===== src/rtl/assert_macros.svh =====
// assertion macros used by the top level rtl file
// no dependencies; the including scope provides clk and rst_n
`ifndef ASSERT_MACROS_SVH
`define ASSERT_MACROS_SVH

// same-cycle implication
`define SGCU_ASSERT_SAME(lbl, ante, cons) \
    lbl: assert property (@(posedge clk) disable iff (!rst_n) (ante) |-> (cons)) \
        else $error("assertion failed");

// next-cycle implication
`define SGCU_ASSERT_NEXT(lbl, ante, cons) \
    lbl: assert property (@(posedge clk) disable iff (!rst_n) (ante) |=> (cons)) \
        else $error("assertion failed");

`endif


===== src/rtl/sgcu_pkg.sv =====
// shared types, constants and helper functions of the seir grid cell update block
// no dependencies
`default_nettype none

package sgcu_pkg;

    localparam int DEF_GRID_ROWS = 8;
    localparam int DEF_GRID_COLS = 8;

    localparam int VAL_W  = 24;
    localparam int RATE_W = 17;
    localparam int SUM_W  = 27;
    localparam int PROD_W = 65;

    localparam logic [VAL_W-1:0] VAL_MAX     = 24'd16777215;
    localparam logic [VAL_W-1:0] FULL_POP    = 24'd6553600;
    localparam logic [VAL_W-1:0] SEED_AMOUNT = 24'd327680;

    localparam logic [RATE_W-1:0] RST_INFECTION  = 17'd32768;
    localparam logic [RATE_W-1:0] RST_INCUBATION = 17'd32768;
    localparam logic [RATE_W-1:0] RST_RECOVERY   = 17'd4369;
    localparam logic [RATE_W-1:0] RST_TIME_STEP  = 17'd65536;

    // request codes
    localparam logic REQ_SEED   = 1'b0;
    localparam logic REQ_UPDATE = 1'b1;

    // configuration register indexes
    localparam logic [1:0] CFG_INFECTION  = 2'd0;
    localparam logic [1:0] CFG_INCUBATION = 2'd1;
    localparam logic [1:0] CFG_RECOVERY   = 2'd2;
    localparam logic [1:0] CFG_TIME_STEP  = 2'd3;

    // cell classes
    localparam logic [1:0] CLS_S = 2'd0;
    localparam logic [1:0] CLS_E = 2'd1;
    localparam logic [1:0] CLS_I = 2'd2;
    localparam logic [1:0] CLS_R = 2'd3;

    // number of neighbour slots and last multiply step
    localparam logic [3:0] NBR_LAST = 4'd8;
    localparam logic [3:0] MUL_LAST = 4'd8;

    typedef enum logic [2:0] {
        ST_CLEAR,
        ST_IDLE,
        ST_READ,
        ST_CENTER,
        ST_NBR,
        ST_MUL,
        ST_WB
    } state_t;

    typedef struct packed {
        logic load_req;
        logic clear_step;
        logic latch_center;
        logic nbr_step;
        logic mul_step;
        logic finish;
    } dp_cmd_t;

    typedef struct packed {
        logic clear_done;
        logic in_grid;
        logic is_seed;
        logic nbr_done;
        logic mul_done;
        logic out_free;
    } dp_stat_t;

    typedef struct packed {
        logic signed [1:0] dr;
        logic signed [1:0] dc;
    } nbr_off_t;

    // moore neighbour offsets, centre skipped
    function automatic nbr_off_t nbr_offset(input logic [2:0] k);
        nbr_off_t o;
        case (k)
            3'd0:    o = '{dr: -2'sd1, dc: -2'sd1};
            3'd1:    o = '{dr: -2'sd1, dc:  2'sd0};
            3'd2:    o = '{dr: -2'sd1, dc:  2'sd1};
            3'd3:    o = '{dr:  2'sd0, dc: -2'sd1};
            3'd4:    o = '{dr:  2'sd0, dc:  2'sd1};
            3'd5:    o = '{dr:  2'sd1, dc: -2'sd1};
            3'd6:    o = '{dr:  2'sd1, dc:  2'sd0};
            default: o = '{dr:  2'sd1, dc:  2'sd1};
        endcase
        return o;
    endfunction

    // floor(2^32 / count) for the possible neighbour counts
    function automatic logic [31:0] recip32(input logic [3:0] cnt);
        logic [31:0] m;
        case (cnt)
            4'd3:    m = 32'd1431655765;
            4'd5:    m = 32'd858993459;
            default: m = 32'd536870912;
        endcase
        return m;
    endfunction

    // clamp at zero, saturate at the q8.16 maximum
    function automatic logic [VAL_W-1:0] sat_val(input logic signed [36:0] v);
        logic [VAL_W-1:0] r;
        if (v < 37'sd0)
            r = '0;
        else if (v > 37'sd16777215)
            r = VAL_MAX;
        else
            r = v[VAL_W-1:0];
        return r;
    endfunction

    // last nonzero of e, i, r wins
    function automatic logic [1:0] cell_class_of(input logic [VAL_W-1:0] e,
                                                 input logic [VAL_W-1:0] i,
                                                 input logic [VAL_W-1:0] r);
        logic [1:0] c;
        c = CLS_S;
        if (e != '0)
            c = CLS_E;
        if (i != '0)
            c = CLS_I;
        if (r != '0)
            c = CLS_R;
        return c;
    endfunction

endpackage

`default_nettype wire


===== src/rtl/sgcu_ctrl.sv =====
// controller state machine of the cell update block
// depends on sgcu_pkg
`default_nettype none

module sgcu_ctrl (
    input  wire logic               clk,
    input  wire logic               rst_n,
    input  wire logic               req_valid,
    output logic                    req_ready,
    input  wire sgcu_pkg::dp_stat_t stat,
    output sgcu_pkg::dp_cmd_t       cmd
);
    import sgcu_pkg::*;

    state_t state_reg;
    state_t state_next;

    // state register
    always_ff @(posedge clk or negedge rst_n)
    begin
        if (!rst_n)
            state_reg <= ST_CLEAR;
        else
            state_reg <= state_next;
    end

    // next state
    always_comb
    begin
        state_next = state_reg;
        case (state_reg)
            ST_CLEAR:
                if (stat.clear_done)
                    state_next = ST_IDLE;
            ST_IDLE:
                if (req_valid)
                    state_next = ST_READ;
            ST_READ:
                state_next = stat.in_grid ? ST_CENTER : ST_WB;
            ST_CENTER:
                state_next = stat.is_seed ? ST_WB : ST_NBR;
            ST_NBR:
                if (stat.nbr_done)
                    state_next = ST_MUL;
            ST_MUL:
                if (stat.mul_done)
                    state_next = ST_WB;
            ST_WB:
                if (stat.out_free)
                    state_next = ST_IDLE;
            default:
                state_next = ST_CLEAR;
        endcase
    end

    // outputs
    always_comb
    begin
        cmd       = '0;
        req_ready = 1'b0;
        case (state_reg)
            ST_CLEAR:  cmd.clear_step = 1'b1;
            ST_IDLE:
            begin
                req_ready    = 1'b1;
                cmd.load_req = req_valid;
            end
            ST_READ:   cmd = '0;
            ST_CENTER: cmd.latch_center = 1'b1;
            ST_NBR:    cmd.nbr_step = 1'b1;
            ST_MUL:    cmd.mul_step = 1'b1;
            ST_WB:     cmd.finish = stat.out_free;
            default:   cmd = '0;
        endcase
    end
endmodule

`default_nettype wire


===== config.mk =====
export PLATFORM = sky130hd
export DESIGN_NAME = sgcu_ctrl
export DESIGN_NICKNAME = d
export VERILOG_FILES = /design/src/rtl/assert_macros.svh /design/src/rtl/sgcu_pkg.sv /design/src/rtl/sgcu_ctrl.sv
export SDC_FILE = /design/constraint.sdc
export NUM_CORES = 1
export LEC_CHECK = 0
export BUFFER_PORTS_ARGS = -buffer_cell sky130_fd_sc_hd__buf_2
export CORE_AREA = 5 5 42 44
export DETAILED_ROUTE_END_ITERATION = 6
export DIE_AREA = 0 0 47 49
export PLACE_DENSITY = 0.51
export SLEW_MARGIN = 20
export SYNTH_ARGS = -nofsm -noshare
export SYNTH_HDL_FRONTEND = slang
export SYNTH_SLANG_ARGS = --single-unit

===== constraint.sdc =====
create_clock -name clk -period 0.9 [get_ports clk]
set_input_delay 0.045 -clock clk [delete_from_list [all_inputs] [get_ports clk]]
set_output_delay 0.045 -clock clk [all_outputs]
set_load 0.1 [all_outputs]

# Word-level counts from Yosys, hierarchy flattened
# Index checks and enable logic that the tools add are counted.
# op_classes
n_eq_ne	11
muxes	15
n_reduce_logical	2
# op_table
cell	count
3-bit one-hot mux with 7 select lines	1
3-bit two-way mux	6
2-bit != test, second input constant	5
3-bit equality test, second input constant	3
1-bit two-way mux	7
3-bit by 2-bit equality test with 1-bit output, second input constant	2
5-bit AND reduction	1
3-bit by 1-bit equality test with 1-bit output, second input constant	1
3-bit zero test	1
2-bit two-way mux	1
# totals
register_bits	3
in_bits	9
output_inout_bits	7
wordCells	29

# Longest topological paths before layout
# logic_depth
depth_word	3
ltp_mapped	4
mapped_depth_nobuf	3

# Worst setup path after synthesis
# No wires, ideal clock.
# synth_timing
kind	reg2out
from	register state_reg[2]
to	output port cmd[5] in the netlist's numbering
t_arrival_ns	3.637
required_time_ns	0.855
slack_ns	-2.782
path_stages_with_launch	3
n_path_buf	0
path_cell_list	dfrtp_1 nor3b_1 and2_1
# synth_lines
element	line	rtl
from (decl)	sgcu_ctrl.sv:15	state_t state_reg;
from (signal assigned)	sgcu_ctrl.sv:24	state_reg <= state_next;
to (decl)	sgcu_ctrl.sv:11	output sgcu_pkg::dp_cmd_t cmd

==> results.ini <==
[timing]
post-route-min-period_ns=1.35
fin_ws_ns=-0.453
hold_violations=0
rsz0062_at_grt=true
fin_crit_sh_pct=150
max-slew-margin-rel_pct=87.5
tightest_slew_ns=0.187
finalSetupViolCount=10
tns_ns=-3.21
fmax_mhz=739
drv_slew=0
skew_ns=0.00617

[critical_path]
slowest_delay_ns=0.42
path_max_fanout=7
rr_startpoint=state_reg[2]$_DFFE_PN0P_
startpoint_type=flop
r2r-end=state_reg[0]$_DFFE_PN0P_
crit_slowest_cell=dfrtp_2
worstSetupPathType=flop to output pin
crit_required_ns=0.85
crit_arrival_ns=1.31
reg2reg_slack_ns=-0.26
reg2reg_depth=4
crit_chain=buf_4, and3b_4, buf_12
end_kind=output pin

[clocking]
htreeDepth=1
cts_buffer_depth=2
cts_buffers=3
clk_pin_slew_ns=0.04
cts-root-buf=clkbuf_4
numClockSinks=3
clock_latency_ns=0.23
cts_tree=yes

[global_routing]
grt_pass1_wl_um=1370
grt_pass1_vias=329
grt_max_degree=8
grt_use_total_pct=8.32
grt-ovfl-total=0
antenna_found_initial=0

[synthesis]
synth_area_leaders=dfrtp_1, o21ai_0, buf_4
ys_ff_latch=3
syn_area_per_cell_um2=8.23
synth_top_area_share_pct=29.4
postSynthCellCount=31
syn_nets=40
post-synth-top-area-cell=dfrtp_1
ys_warn_count=0
seq_area_frac_synth_pct=29.4
syn-cell-area_um2=255
synth_cell_type_count=21

[cells_and_area]
final_cell_area_um2=661
fillCellCount=148
diodes=0
largest_reg_flops=3
nets=69
mostFrequentLayoutCells=buf_2, buf_12, buf_4
layout-drive-gt1-share_pct=83.1
synthToLayoutAreaGrowth_pct=159
layout_commonest_cell=buf_2

[drt]
drt_iter0_markers=4
wl_per_cell_um=11.5
drt_first_pass_iters=4
via_count=351
drc_errors=0
ant_nets=0
vias_per_cell=4.68
routed_wl_um=861

[floorplanning]
rows=14
die_area_mm2=0.00230
core_area_mm2=0.00140
die_height_um=49
chipWidth_um=47
initial_core_util_pct=18.2
io_pins=16

[status]
violations=setup timing
status=finished, violations left

[flow_run]
maxCapViolations=0

[place]
place.gp.congestion=0.740
post_dp_cell_area_um2=564
port_buffers=15
dp_hpwl_um=626

[min_path]
min_path_type=primary input to async pin

## synth_stat cells, drive strengths merged
cell type  count
nand2          3
and2           1
and3b          1
dfrtp          3
o21ai          6
inv            1
nor3b          2
nand2b         1
mux2           1
nor3           2
buf            3
a21oi          1
nand3          1
nor2           2
and4b          1
mux2i          1
o211a          1
## how the worst max path moves through the flow
stage	start	end	slack [ns]	cells past startpoint
6_report	state_reg[1]$_DFFE_PN0P_	cmd[1]	-0.45	3
5_1_grt	state_reg[1]$_DFFE_PN0P_	cmd[5]	-0.52	4
4_1_cts	state_reg[1]$_DFFE_PN0P_	cmd[1]	-0.47	3
3_5_place_dp	state_reg[1]$_DFFE_PN0P_	cmd[5]	-0.24	4
3_3_place_gp	state_reg[1]$_DFFE_PN0P_	cmd[5]	-0.25	4
2_1_floorplan	state_reg[1]$_DFFE_PN0P_	cmd[5]	-0.93	2
## kinds of logic after synthesis
group                  Yosys count  synth area share, %
multiplexers                     2                 9.80
buffers and inverters            4                 9.31
AND/OR/NAND/NOR                 14                 32.4
flip-flops                       3                 29.4
AO/OA/AOI/OAI                    8                 19.1
## worst max-delay path, delay by kind of cell, from the launching register on
family | cells | cell delay, ns
buf+inv | 2 | 0.35
simple gates | 1 | 0.30
flops | 1 | 0.42
## cell type report
type,count,area (um^2),share of cell area (%)
well taps,16,20.0,3.03
flip-flops and latches,3,78.8,11.9
multi-input cells,24,240,36.4
repair buffers,27,292,44.1
inverters,1,3.75,0.568
clock buffers,4,26.3,3.98
## timing repair
| action | CTS | global route |
|---|---|---|
| hold buffers | 1 | 0 |
| setup endpoints to repair | 10 | 10 |
| pin swaps | 3 | 2 |
| hold endpoints to repair | 3 | 0 |
| resized for setup | 13 | 6 |
| buffers inserted | 1 | 0 |
## layer usage
| layer | track usage (%) | part of all wire [%] | wire length, um |
|---|---|---|---|
| met1 | 8.81 | 32 | 274 |
| met2 | 13.8 | 58 | 499 |
| met3 | 1.85 | 7.5 | 65 |
| met4 | 5.53 | 2.7 | 23 |
| met5 | 0 | 0 | 0 |
## through the flow
step	hold slack (ns)	instances	worst slack (ns)	util, %
after floorplan	-0.251	31	-0.928	-
after global placement	-0.159	69	-0.247	40.3
after detailed placement	-0.158	69	-0.242	40.3
after CTS	0.123	75	-0.465	45.7
after global routing	0.133	75	-0.521	47.1
final	0.128	75	-0.453	47.1
Power is not shown: default switching activity piles up to over one toggle a cycle in this logic, so the estimate is an artifact.
